--- config.mk ---
export PLATFORM = sky130hd
export DESIGN_NAME = packed_pixel_blender_flat
export DESIGN_NICKNAME = d
export VERILOG_FILES = /design/src/design/ppb_pkg.sv /design/src/design/ppb_ifs.sv /design/src/design/ppb_regs.sv /design/src/design/ppb_blend.sv /design/src/design/packed_pixel_blender.sv /design/src/flat_wrapper.sv
export VERILOG_INCLUDE_DIRS = /design/src /design/src/design
export SDC_FILE = /design/constraint.sdc
export NUM_CORES = 1
export LEC_CHECK = 0
export ABC_AREA = 1
export BUFFER_PORTS_ARGS = -buffer_cell sky130_fd_sc_hd__clkbuf_2
export CAP_MARGIN = 10
export CORE_MARGIN = 2
export CORE_UTILIZATION = 50
export DETAILED_ROUTE_END_ITERATION = 12
export PLACE_DENSITY = 0.73
export SETUP_SLACK_MARGIN = 0.15
export SLEW_MARGIN = 0
export SYNTH_ARGS = -nofsm -noshare
export SYNTH_HDL_FRONTEND = slang
export SYNTH_HIERARCHICAL = 1
export SYNTH_SLANG_ARGS = --single-unit
--- constraint.sdc ---
create_clock -name clk -period 18.3 [get_ports clk]
set_input_delay 1.83 -clock clk [delete_from_list [all_inputs] [get_ports clk]]
set_output_delay 1.83 -clock clk [all_outputs]
set_load 0.01 [all_outputs]
--- src/design/assert_macros.svh ---
// Assertion macros shared by the packed pixel blender RTL.
// Included by every file that carries concurrent checks; no other dependencies.
`ifndef ASSERT_MACROS_SVH
`define ASSERT_MACROS_SVH

`ifndef SYNTH
// Same-cycle implication, disabled during reset
`define PPB_ASSERT_NOW(lbl, ck, rs, ante, cons) \
  lbl: assert property (@(posedge ck) disable iff (rs) (ante) |-> (cons)) \
    else $error("same-cycle check failed");
// Next-cycle implication, disabled during reset
`define PPB_ASSERT_NEXT(lbl, ck, rs, ante, cons) \
  lbl: assert property (@(posedge ck) disable iff (rs) (ante) |=> (cons)) \
    else $error("next-cycle check failed");
`else
`define PPB_ASSERT_NOW(lbl, ck, rs, ante, cons)
`define PPB_ASSERT_NEXT(lbl, ck, rs, ante, cons)
`endif

`endif

--- src/design/ppb_pkg.sv ---
// Package for the packed pixel blender: pixel type, register codes, constants.
// No dependencies; used by the interfaces and all modules.
package ppb_pkg;

  localparam int unsigned PIXEL_W = 24;
  localparam int unsigned ADDR_W  = 3;
  localparam int unsigned DATA_W  = 32;

  typedef logic [PIXEL_W-1:0] pixel_t;

  typedef enum logic [1:0] {
    MODE_FROZEN  = 2'd0,
    MODE_ADD     = 2'd1,
    MODE_LIGHTEN = 2'd2
  } blend_mode_t;

  typedef enum logic [1:0] {
    FMT_RGB555 = 2'd0,
    FMT_RGB565 = 2'd1,
    FMT_RGB888 = 2'd2
  } pixel_format_t;

  // Register code that a write may not store
  localparam logic [1:0] CODE_RESERVED = 2'd3;

  // Register index, taken from paddr bit 2
  localparam logic REG_BLEND_MODE   = 1'b0;
  localparam logic REG_PIXEL_FORMAT = 1'b1;

  // Configuration seen by the datapath
  typedef struct packed {
    blend_mode_t   blend_mode;
    pixel_format_t pixel_format;
  } cfg_t;

  // Format masks
  localparam pixel_t MASK_RGB555 = 24'h007FFF;
  localparam pixel_t MASK_RGB565 = 24'h00FFFF;
  localparam pixel_t MASK_RGB888 = 24'hFFFFFF;

  // Channel maxima and frozen-tint offsets
  localparam logic [7:0] MAX_CH8  = 8'hFF;
  localparam logic [7:0] MAX_CH5  = 8'h1F;
  localparam logic [7:0] MAX_CH6  = 8'h3F;
  localparam logic [9:0] OFS_CH8  = 10'd64;
  localparam logic [9:0] OFS_CH5  = 10'd8;

  // v/3 for v up to 765 as (v * 683) >> 11
  localparam logic [9:0] DIV3_MUL   = 10'd683;
  localparam int unsigned DIV3_SHIFT = 11;

endpackage

--- src/design/ppb_ifs.sv ---
// Valid/ready channel interfaces for the packed pixel blender.
// Depends on ppb_pkg for the pixel type.
interface ppb_operand_if;
  import ppb_pkg::*;
  logic   valid;
  logic   ready;
  pixel_t source_pixel;
  pixel_t dest_pixel;
  modport source (output valid, source_pixel, dest_pixel, input ready);
  modport sink   (input valid, source_pixel, dest_pixel, output ready);
endinterface

interface ppb_result_if;
  import ppb_pkg::*;
  logic   valid;
  logic   ready;
  pixel_t blended_pixel;
  modport source (output valid, blended_pixel, input ready);
  modport sink   (input valid, blended_pixel, output ready);
endinterface

--- src/design/ppb_regs.sv ---
// APB configuration registers: blend mode and pixel format.
// Depends on ppb_pkg and assert_macros.svh.
`include "assert_macros.svh"

module ppb_regs (
  input  logic                        clk,
  input  logic                        rst,
  input  logic                        psel,
  input  logic                        penable,
  input  logic                        pwrite,
  input  logic [ppb_pkg::ADDR_W-1:0]  paddr,
  input  logic [ppb_pkg::DATA_W-1:0]  pwdata,
  output logic [ppb_pkg::DATA_W-1:0]  prdata,
  output logic                        pready,
  output ppb_pkg::cfg_t               cfg
);
  import ppb_pkg::*;

  logic       wr_en;
  logic [1:0] wr_code;

  assign pready  = 1'b1;
  assign wr_en   = psel && penable && pwrite;
  assign wr_code = pwdata[1:0];

  // Register writes; the reserved code is dropped
  always_ff @(posedge clk) begin
    if (rst) begin
      cfg.blend_mode   <= MODE_ADD;
      cfg.pixel_format <= FMT_RGB888;
    end else if (wr_en && wr_code != CODE_RESERVED) begin
      case (paddr[2])
        REG_BLEND_MODE:   cfg.blend_mode   <= blend_mode_t'(wr_code);
        REG_PIXEL_FORMAT: cfg.pixel_format <= pixel_format_t'(wr_code);
        default: ;
      endcase
    end
  end

  // Read-back
  always_comb begin
    prdata = '0;
    case (paddr[2])
      REG_BLEND_MODE:   prdata[1:0] = cfg.blend_mode;
      REG_PIXEL_FORMAT: prdata[1:0] = cfg.pixel_format;
      default: ;
    endcase
  end

  `PPB_ASSERT_NEXT(a_reserved_dropped, clk, rst,
    wr_en && wr_code == CODE_RESERVED, $stable(cfg))
  `PPB_ASSERT_NEXT(a_mode_written, clk, rst,
    wr_en && wr_code != CODE_RESERVED && paddr[2] == REG_BLEND_MODE,
    cfg.blend_mode == $past(wr_code) && $stable(cfg.pixel_format))
  `PPB_ASSERT_NEXT(a_format_written, clk, rst,
    wr_en && wr_code != CODE_RESERVED && paddr[2] == REG_PIXEL_FORMAT,
    cfg.pixel_format == $past(wr_code) && $stable(cfg.blend_mode))

endmodule

--- src/design/ppb_blend.sv ---
// Combinational blend datapath: saturating add, frozen tint and lighten.
// Depends on ppb_pkg; sits between the operand and result registers.
module ppb_blend (
  input  ppb_pkg::cfg_t   cfg,
  input  ppb_pkg::pixel_t source_pixel,
  input  ppb_pkg::pixel_t dest_pixel,
  output ppb_pkg::pixel_t blended_pixel
);
  import ppb_pkg::*;

  // Channel add clamped to the channel maximum
  function automatic logic [7:0] sat_add(input logic [7:0] a, input logic [7:0] b,
                                         input logic [7:0] max);
    logic [8:0] s;
    s = {1'b0, a} + {1'b0, b};
    return (s > {1'b0, max}) ? max : s[7:0];
  endfunction

  pixel_t     fm, x, y, r_add, r_frz, r_lit, r;
  logic [7:0] fa, fb, fc, ch_max, q3, half_c, lo_c;
  logic [9:0] v, ofs, lo_sum;
  logic [19:0] prod;

  // Format mask
  always_comb begin
    case (cfg.pixel_format)
      FMT_RGB888: fm = MASK_RGB888;
      FMT_RGB565: fm = MASK_RGB565;
      default:    fm = MASK_RGB555;
    endcase
  end

  assign x = source_pixel & fm;
  assign y = dest_pixel & fm;

  // Saturating add per channel
  always_comb begin
    r_add = '0;
    case (cfg.pixel_format)
      FMT_RGB888: begin
        r_add[7:0]   = sat_add(x[7:0],   y[7:0],   MAX_CH8);
        r_add[15:8]  = sat_add(x[15:8],  y[15:8],  MAX_CH8);
        r_add[23:16] = sat_add(x[23:16], y[23:16], MAX_CH8);
      end
      FMT_RGB565: begin
        r_add[4:0]   = 5'(sat_add({3'b0, x[4:0]},   {3'b0, y[4:0]},   MAX_CH5));
        r_add[10:5]  = 6'(sat_add({2'b0, x[10:5]},  {2'b0, y[10:5]},  MAX_CH6));
        r_add[15:11] = 5'(sat_add({3'b0, x[15:11]}, {3'b0, y[15:11]}, MAX_CH5));
      end
      default: begin
        r_add[4:0]   = 5'(sat_add({3'b0, x[4:0]},   {3'b0, y[4:0]},   MAX_CH5));
        r_add[9:5]   = 5'(sat_add({3'b0, x[9:5]},   {3'b0, y[9:5]},   MAX_CH5));
        r_add[14:10] = 5'(sat_add({3'b0, x[14:10]}, {3'b0, y[14:10]}, MAX_CH5));
      end
    endcase
  end

  // Frozen tint: channel pick; 5:6:5 reads the middle channel as 5 bits at shift 6
  always_comb begin
    case (cfg.pixel_format)
      FMT_RGB888: begin
        fa = y[7:0];            fb = y[15:8];           fc = y[23:16];
        ch_max = MAX_CH8;       ofs = OFS_CH8;
      end
      FMT_RGB565: begin
        fa = {3'b0, y[4:0]};    fb = {3'b0, y[10:6]};   fc = {3'b0, y[15:11]};
        ch_max = MAX_CH5;       ofs = OFS_CH5;
      end
      default: begin
        fa = {3'b0, y[4:0]};    fb = {3'b0, y[9:5]};    fc = {3'b0, y[14:10]};
        ch_max = MAX_CH5;       ofs = OFS_CH5;
      end
    endcase
  end

  assign v      = {2'b0, fa} + {2'b0, fb} + {2'b0, fc};
  // divide by three via reciprocal multiply, exact for v <= 765
  assign prod   = 20'(v) * 20'(DIV3_MUL);
  assign q3     = prod[DIV3_SHIFT+7:DIV3_SHIFT];
  assign half_c = ({1'b0, v[9:1]} > {2'b0, ch_max}) ? ch_max : v[8:1];
  assign lo_sum = v + ofs;
  assign lo_c   = (lo_sum > {2'b0, ch_max}) ? ch_max : lo_sum[7:0];

  always_comb begin
    case (cfg.pixel_format)
      FMT_RGB888: r_frz = {q3, half_c, lo_c};
      FMT_RGB565: r_frz = {8'b0, q3[4:0], half_c[4:0], 1'b0, lo_c[4:0]};
      default:    r_frz = {9'b0, q3[4:0], half_c[4:0], lo_c[4:0]};
    endcase
  end

  // Lighten: white in 8:8:8 gives black
  always_comb begin
    if (cfg.pixel_format == FMT_RGB888 && y == MASK_RGB888) begin
      r_lit = '0;
    end else begin
      r_lit = (y != '0) ? fm : '0;
    end
  end

  always_comb begin
    case (cfg.blend_mode)
      MODE_FROZEN:  r = r_frz;
      MODE_LIGHTEN: r = r_lit;
      default:      r = r_add;
    endcase
  end

  assign blended_pixel = r & fm;

endmodule

--- src/design/packed_pixel_blender.sv ---
// Packed pixel blender top level: operand register, blend datapath, result register.
// Depends on ppb_pkg, ppb_ifs, ppb_regs, ppb_blend and assert_macros.svh.
//
//   channel    role   payload                      handshake
//   operands   sink   source_pixel, dest_pixel     valid / ready
//   result     source blended_pixel                valid / ready
//   apb        slave  blend_mode, pixel_format     psel / penable / pready
//
// One item per cycle sustained while result.ready holds; an item passes the
// operand register, then the blend logic, then the result register.
// rst is synchronous, active high: clears both stage valids, mode = add,
// format = 8:8:8.
// A stalled result holds; the operand stage still takes an item while the
// result register is full, so ready drops only when both stages are occupied.
`include "assert_macros.svh"

module packed_pixel_blender (
  input  logic                        clk,
  input  logic                        rst,
  input  logic                        psel,
  input  logic                        penable,
  input  logic                        pwrite,
  input  logic [ppb_pkg::ADDR_W-1:0]  paddr,
  input  logic [ppb_pkg::DATA_W-1:0]  pwdata,
  output logic [ppb_pkg::DATA_W-1:0]  prdata,
  output logic                        pready,
  ppb_operand_if.sink                 operands,
  ppb_result_if.source                result
);
  import ppb_pkg::*;

  cfg_t   cfg;
  logic   s1_valid, s1_ready, res_valid, res_ready;
  pixel_t s1_src, s1_dst, blend_out, res_pixel;

  ppb_regs u_regs (
    .clk     (clk),
    .rst     (rst),
    .psel    (psel),
    .penable (penable),
    .pwrite  (pwrite),
    .paddr   (paddr),
    .pwdata  (pwdata),
    .prdata  (prdata),
    .pready  (pready),
    .cfg     (cfg)
  );

  // Stage readiness
  assign res_ready      = !res_valid || result.ready;
  assign s1_ready       = !s1_valid || res_ready;
  assign operands.ready = s1_ready;

  // Operand register
  always_ff @(posedge clk) begin
    if (rst) begin
      s1_valid <= 1'b0;
    end else if (s1_ready) begin
      s1_valid <= operands.valid;
    end
  end

  always_ff @(posedge clk) begin
    if (operands.valid && s1_ready) begin
      s1_src <= operands.source_pixel;
      s1_dst <= operands.dest_pixel;
    end
  end

  ppb_blend u_blend (
    .cfg           (cfg),
    .source_pixel  (s1_src),
    .dest_pixel    (s1_dst),
    .blended_pixel (blend_out)
  );

  // Result register
  always_ff @(posedge clk) begin
    if (rst) begin
      res_valid <= 1'b0;
    end else if (res_ready) begin
      res_valid <= s1_valid;
    end
  end

  always_ff @(posedge clk) begin
    if (s1_valid && res_ready) begin
      res_pixel <= blend_out;
    end
  end

  assign result.valid         = res_valid;
  assign result.blended_pixel = res_pixel;

  `PPB_ASSERT_NEXT(a_accept_fills_s1, clk, rst,
    operands.valid && operands.ready, s1_valid)
  `PPB_ASSERT_NEXT(a_s1_moves_to_result, clk, rst,
    s1_valid && res_ready, result.valid)
  `PPB_ASSERT_NOW(a_full_blocks_input, clk, rst,
    res_valid && !result.ready && s1_valid, !operands.ready)

endmodule
--- src/flat_wrapper.sv ---
// flat-port wrapper written by rule: the top's interface ports become plain ports
module packed_pixel_blender_flat import ppb_pkg::*;
  (clk, rst, psel, penable, pwrite, paddr, pwdata, prdata, pready, operands_valid, operands_source_pixel, operands_dest_pixel, operands_ready, result_valid, result_blended_pixel, result_ready);
  ppb_operand_if operands_i ();
  ppb_result_if result_i ();
  input  logic clk;
  input  logic rst;
  input  logic psel;
  input  logic penable;
  input  logic pwrite;
  input  logic [ppb_pkg::ADDR_W-1:0] paddr;
  input  logic [ppb_pkg::DATA_W-1:0] pwdata;
  output logic [ppb_pkg::DATA_W-1:0] prdata;
  output logic pready;
  input wire logic [$bits(operands_i.valid)-1:0] operands_valid;
  input wire logic [$bits(operands_i.source_pixel)-1:0] operands_source_pixel;
  input wire logic [$bits(operands_i.dest_pixel)-1:0] operands_dest_pixel;
  output wire logic [$bits(operands_i.ready)-1:0] operands_ready;
  output wire logic [$bits(result_i.valid)-1:0] result_valid;
  output wire logic [$bits(result_i.blended_pixel)-1:0] result_blended_pixel;
  input wire logic [$bits(result_i.ready)-1:0] result_ready;
  assign operands_i.valid = operands_valid;
  assign operands_i.source_pixel = operands_source_pixel;
  assign operands_i.dest_pixel = operands_dest_pixel;
  assign operands_ready = operands_i.ready;
  assign result_valid = result_i.valid;
  assign result_blended_pixel = result_i.blended_pixel;
  assign result_i.ready = result_ready;
  packed_pixel_blender u_core (.clk(clk), .rst(rst), .psel(psel), .penable(penable), .pwrite(pwrite), .paddr(paddr), .pwdata(pwdata), .prdata(prdata), .pready(pready), .operands(operands_i), .result(result_i));
endmodule
## After elaboration in Yosys (flattened, before gate mapping)

Index checks and enable logic that the tools add are counted.

| word-level totals | value |
|---|---|
| flip-flop bits (word level) | 78 |
| input port bits | 90 |
| word-level logic and storage cells | 76 |

| cells by class | value |
|---|---|
| add/sub/neg operators | 11 |
| $mul | 1 |
| order comparisons | 10 |
| equal/unequal tests | 5 |
| multiplexer cells | 24 |
| bitwise logic cells | 4 |
| reduce and logical (&&, ||, !) cells | 14 |

Operators by type and width:

| cell | count |
|---|---|
| $pmux W24 S2 | 3 |
| $and A24 B24 Y24 | 3 |
| $mux W8 | 8 |
| $mux W24 | 2 |
| $add A8 B8 Y9 | 4 |
| $pmux W8 S2 | 2 |
| $pmux W15 S2 | 1 |
| $gt A9 B8 Y1 const B | 3 |
| $add A5 B5 Y6 | 4 |
| $eq A24 B24 Y1 const B | 1 |
| $gt A6 B5 Y1 const B | 4 |
| $reduce_bool A24 Y1 | 1 |
| $mux W5 | 4 |
| $mul A10 B10 Y19 const B | 1 |
| $add A10 B10 Y10 | 1 |
| $add A9 B8 Y10 | 1 |
| $gt A10 B8 Y1 | 1 |
| $gt A9 B8 Y1 | 1 |
| $add A6 B6 Y7 | 1 |
| $gt A7 B6 Y1 const B | 1 |
| $mux W7 | 1 |
| $logic_and A1 B1 Y1 | 6 |
| $mux W6 | 1 |
| $eq A2 B2 Y1 const B | 2 |
| 9 further kinds | 12 |

## Logic depth before layout (Yosys ltp)

| logic depth | value |
|---|---|
| word-level depth | 12 |
| mapped depth | 43 |
| gate-level depth less buffers | 40 |

## Modules after synthesis

Netlist, hierarchy kept.

Modules (own cells, without submodules):

| module | instances | cells each | area an instance (µm²) | sequential area each (µm²) |
|---|---|---|---|---|
| ppb_blend | 1 | 861 | 5,467.7 | 0.0 |
| packed_pixel_blender | 1 | 84 | 2,253.4 | 2,202.1 |
| ppb_regs | 1 | 69 | 486.7 | 80.1 |

## Worst setup path before layout

OpenSTA, ideal clock, no wires.

| path | value |
|---|---|
| kind | reg-to-reg |
| start | register, netlist name u_core/u_regs/cfg[0] |
| end | register u_core.res_pixel[22], in the netlist u_core/result.blended_pixel[22], data pin |
| arrival time | 6.794 ns |
| path slack | 11.241 ns |
| cell stages (with the launch flop) | 37 |
| period minus slack after synthesis | 7.059 ns |
| path through | dfxtp_1 > inv_1 > ha_1 > clkbuf_1 > clkinv_1 > buf_2 > o221ai_1 > o21ai_0 > fa_1 > inv_1 > ha_1 > fa_1 > nand2_1 > nand4_2 > nand2_4 > inv_1 > nor2_1 > nor2_1 > ha_1 > inv_1 > fa_1 > inv_1 > fa_1 > inv_1 > fa_1 > inv_1 > ha_1 > nand2_1 > o21ai_0 > nand2_1 > nand3_1 > nand3_1 > nand2_1 > a31oi_1 > or2_2 > nand3_1 > a21oi_1 |

| between the ends | value |
|---|---|
| word-level cells in the longest chain between the ends | 10 |
| elaborated cells between the ends (all ways) | 23 |
| classes of those cells | add/sub (3); mul (1); order compare (1); eq/ne (3); mux (10); bitwise (3); reduce/logical (2) |

Ends and longest elaborated chain:

| item | RTL line | RTL |
|---|---|---|
| $eq A2 B1 Y1 / $eq A2 B2 Y1 (equally long branches) | -- |  |
| $pmux W24 S2 | ppb_blend.sv:26 | `case (cfg.pixel_format)` |
| $and A24 B24 Y24 | ppb_blend.sv:34 | `assign y = dest_pixel & fm;` |
| $pmux W8 S2 | ppb_blend.sv:60 | `case (cfg.pixel_format)` |
| $add A8 B8 Y9 | ppb_blend.sv:76 | `assign v = {2'b0, fa} + {2'b0, fb} + {2'b0, fc};` |
| $add A9 B8 Y10 | ppb_blend.sv:76 |  |
| $mul A10 B10 Y19 | ppb_blend.sv:78 | `assign prod = 20'(v) * 20'(DIV3_MUL);` |
| $pmux W24 S2 | ppb_blend.sv:85 | `case (cfg.pixel_format)` |
| $pmux W24 S2 | ppb_blend.sv:102 | `case (cfg.blend_mode)` |
| $and A24 B24 Y24 (*) | ppb_blend.sv:109 | `assign blended_pixel = r & fm;` |
| net u_core.blend_out[22] | packed_pixel_blender.sv:34 | `pixel_t s1_src, s1_dst, blend_out, res_pixel;` |
| end signal: assignment | packed_pixel_blender.sv:88 | `res_pixel <= blend_out;` |
| end: declaration | packed_pixel_blender.sv:34 |  |

The timed path passes the listed nets; every way through them passes the cells marked *.
A chain may end at the register's enable or synchronous reset.

## Worst setup path in the final report

| path | value |
|---|---|
| start | register, netlist name u_core/u_regs/cfg[1] |
| end | register u_core.res_pixel[20], in the netlist u_core/result.blended_pixel[20], data pin |

| between the ends | value |
|---|---|
| word-level cells in the longest chain between the ends | 10 |
| elaborated cells between the ends (all ways) | 23 |
| classes of those cells | add/sub (3); mul (1); order compare (1); eq/ne (3); mux (10); bitwise (3); reduce/logical (2) |

Ends and longest elaborated chain:

| item | RTL line |
|---|---|
| $eq A2 B1 Y1 / $eq A2 B2 Y1 (equally long branches) | -- |
| $pmux W24 S2 | ppb_blend.sv:26 |
| $and A24 B24 Y24 | ppb_blend.sv:34 |
| $pmux W8 S2 | ppb_blend.sv:60 |
| $add A8 B8 Y9 | ppb_blend.sv:76 |
| $add A9 B8 Y10 | ppb_blend.sv:76 |
| $mul A10 B10 Y19 | ppb_blend.sv:78 |
| $pmux W24 S2 | ppb_blend.sv:85 |
| $pmux W24 S2 | ppb_blend.sv:102 |
| $and A24 B24 Y24 (*) | ppb_blend.sv:109 |
| net u_core.blend_out[20] | packed_pixel_blender.sv:34 |

Marked as above.

==> flow_metrics.env <==
export IMPL_wl_per_cell_um=15.0
export IMPL_ctsHoldBuffers=0
export IMPL_hold_violations=0
export IMPL_drt_iter0_drc=648
export IMPL_yosysWarningCount=6
export IMPL_grt_pass1_vias=6573
export IMPL_insertion_delay_ns=0.35
export IMPL_drc=0
export IMPL_row_count=46
export IMPL_synth_compound_area_share_pct=12.5
export IMPL_reg2reg_depth=36
export IMPL_hold_path_class="flop to flop"
export IMPL_syn_inst=1014
export IMPL_cts_buffers=9
export IMPL_io_pins=149
export IMPL_cts_htree_levels=3
export IMPL_layout_drive_gt1_share_pct=14.1
export IMPL_grt_overflow_total=0
export IMPL_yosysUniqueCellTypes=50
export IMPL_path_clk_slew_ns=0.06
export IMPL_grt_pass1_wl_mm=32.0
export IMPL_hp_start="u_core/s1_valid"
export IMPL_netlist_area_sq_mm=0.00821
export IMPL_synth_top_family_by_area="adder cells"
export IMPL_die_y_um=132
export IMPL_setup_viol=0
export IMPL_cts_sinks=78
export IMPL_drtPass1Iterations=6
export IMPL_grt_use_total_pct=22.8
export IMPL_ant_nets=0
export IMPL_critical_path_arrival_ns=9.03
export IMPL_synth_ff_type="edfxtp_1"
export IMPL_cts_setup_buffers=0
export IMPL_start_util_pct=51.5
export IMPL_cap_violations=0
export IMPL_synthAdderAreaFrac_pct=23.1
export IMPL_rsz0062_at_grt="false"
export IMPL_drt_wl_total_mm=19.7
export IMPL_crit_fanout=13
export IMPL_synthArstFlopShare_pct=0
export IMPL_worstPathRequired_ns=18.46
export IMPL_cts_tree="done"
export IMPL_finClkSkew_ns=0.00768
export IMPL_antenna_cells=0
export IMPL_status="finished, final reports clean"
export IMPL_core_sq_mm=0.0159
export IMPL_dieArea_sq_mm=0.0175
export IMPL_die_w_um=132
export IMPL_r2r_end="u_core/result.blended_pixel[20]"
export IMPL_root_buffer="clkbuf_16"
export IMPL_syn2layout_area_growth_pct=9.98
export IMPL_cp_start_kind="flop"
export IMPL_hold_path_end="u_core/s1_valid"
export IMPL_synthSimpleGateAreaFrac_pct=21.6
export IMPL_portBuffers=85
export IMPL_critical_path_class="flop to flop"
export IMPL_place_congestion=0.934
export IMPL_synth_enable_flop_cells=72
export IMPL_grt_max_degree=49
export IMPL_slowest_delay_ns=0.61
export IMPL_synth_xor_area_share_pct=3.20
export IMPL_cts_resized=0
export IMPL_layout_worst_path_cycle_share_pct=48.4
export IMPL_antenna_found_initial=0
export IMPL_cp_end_kind="flop"
export IMPL_hold_depth=2
export IMPL_ys_seq_elements=78
export IMPL_ys_seq_area_share_pct=27.8
export IMPL_fin_crit_ns=8.86
export IMPL_nets=1317
export IMPL_r2r_slack_ns=9.44
export IMPL_syn_area_per_cell_sq_um=8.09
export IMPL_tightest_slew_ns=0.941
export IMPL_clk_path_buf_depth=2
export IMPL_muxShareOfSynthArea_pct=0
export IMPL_cp_startpoint="u_core/u_regs/cfg[1]"
export IMPL_fin_tns_setup_ns=0
export IMPL_vias=6964
export IMPL_r2r_start="u_core/u_regs/cfg[1]"
export IMPL_via_per_inst=5.29
export IMPL_final_max_slew_viol_count=0
export IMPL_slew_headroom_pct=37.2
export IMPL_hpwlAfterDp_mm=15.9
export IMPL_slowest_stage="ha_1"
export IMPL_fmax_ghz=0.113
[area by class of cell]
| cell class | instances | area [sq um] |
|---|---|---|
| Timing Repair Buffer | 88 | 448 |
| Sequential cell | 78 | 2280 |
| Tap cell | 216 | 270 |
| Clock inverter | 6 | 60.1 |
| Multi-Input combinational cell | 743 | 5080 |
| Inverter | 176 | 661 |
| Fill cell | 1512 | 6920 |
| Clock buffer | 10 | 229 |
[per-stage QoR]
stage	area (sq um)	hold WS [ns]	setup WS [ns]	std cells	utilization, %
2_1_floorplan	8320	0.448	11.24	1043	-
4_1_cts	9030	0.499	9.63	1317	56.6
3_5_place_dp	8740	0.490	9.73	1301	54.8
3_3_place_gp	8740	0.488	9.71	1301	54.8
6_report	9030	0.500	9.44	1317	56.6
5_1_grt	9030	0.532	8.86	1317	56.6
[cells by family after synthesis]
kind of cell               Yosys count
AOI/OAI and AO/OA                  170
and+or+nand+nor                    381
xor gates and xnor gates            30
other                                2
buffers and inverters              222
adders and majority gates          131
DFF                                 78
[sequential cells by signal, indices dropped and copies added, names as in the netlist]
name,flops
u_core/result.valid,1
u_core/s1_dst,24
u_core/s1_src,24
u_core/result.blended_pixel,24
u_core/u_regs/cfg,4
u_core/s1_valid,1
[synthesized netlist by cell type, drive strengths merged (4+ instances only)]
master | instances | share of area [%]
nor4 | 5 | 0.38
o21ai | 58 | 3.6
nand3 | 77 | 5.3
nor2 | 54 | 2.7
nand2 | 210 | 10
clkbuf | 5 | 0.23
edfxtp | 72 | 26
a21o | 4 | 0.37
o22ai | 6 | 0.46
a221oi | 6 | 0.64
o31ai | 4 | 0.37
nand4 | 21 | 1.9
or2 | 6 | 0.49
fa | 34 | 8.3
xor2 | 20 | 2.1
o221ai | 4 | 0.43
a21oi | 72 | 5.0
xnor2 | 10 | 1.1
inv | 174 | 8.0
a31oi | 6 | 0.46
buf | 41 | 3.4
nor3 | 8 | 0.49
ha | 97 | 15
dfxtp | 6 | 1.5
[how the worst max path moves through the flow]
stage,end,slack [ns],depth (start not counted)
detailed placement,u_core/result.blended_pixel[20],9.73,36
floorplan,u_core/result.blended_pixel[22],11.24,36
CTS,u_core/result.blended_pixel[20],9.63,36
global placement,u_core/result.blended_pixel[20],9.71,36
global route,u_core/result.blended_pixel[15],8.86,38
finish,u_core/result.blended_pixel[20],9.44,36
[critical path, delay by kind of cell, from the launching register on]
kind,cells,cell delay [ns]
compound gates,3,0.61
flops,1,0.42
buf+inv,8,1.19
fa+ha+maj,8,3.55
simple gates,16,2.56
xor+xnor,1,0.35
[routing by layer]
metal / up-vias / part of all wire (%) / GRT usage, %
li1: 3501 / - / -
met1: 3120 / 45 / 30.9
met2: 296 / 45 / 36.3
met3: 47 / 7.7 / 4.65
met4: 0 / 2.7 / 8.45
met5: - / 0 / 0
[cells in the final DEF (no fill, tap or decap), types with 4 or more instances in the layout]
cell       Yosys  layout
nand2_1      193     193
inv_1        169     168
ha_1          97      97
clkbuf_2       0      85
edfxtp_1      72      72
nand3_1       67      67
a21oi_1       65      64
o21ai_0       54      54
nor2_1        52      52
fa_1          34      34
conb_1         2      31
xor2_1        20      20
nand4_1       19      19
nand2_2       12      12
nand3_2       10      10
xnor2_1       10      10
clkbuf_16      0       9
nor3_1         8       8
inv_2          5       6
dfxtp_1        6       6
a31oi_1        6       6
o22ai_1        6       6
a221oi_1       6       6
a21oi_2        4       5
nand2_4        5       5
nor4_1         5       5
o221ai_1       4       4
a21o_1         4       4
o31ai_1        4       4
Power is left out: the tool's default activity adds up to more than one toggle a clock period on the data nets, which glitch-free logic cannot reach.
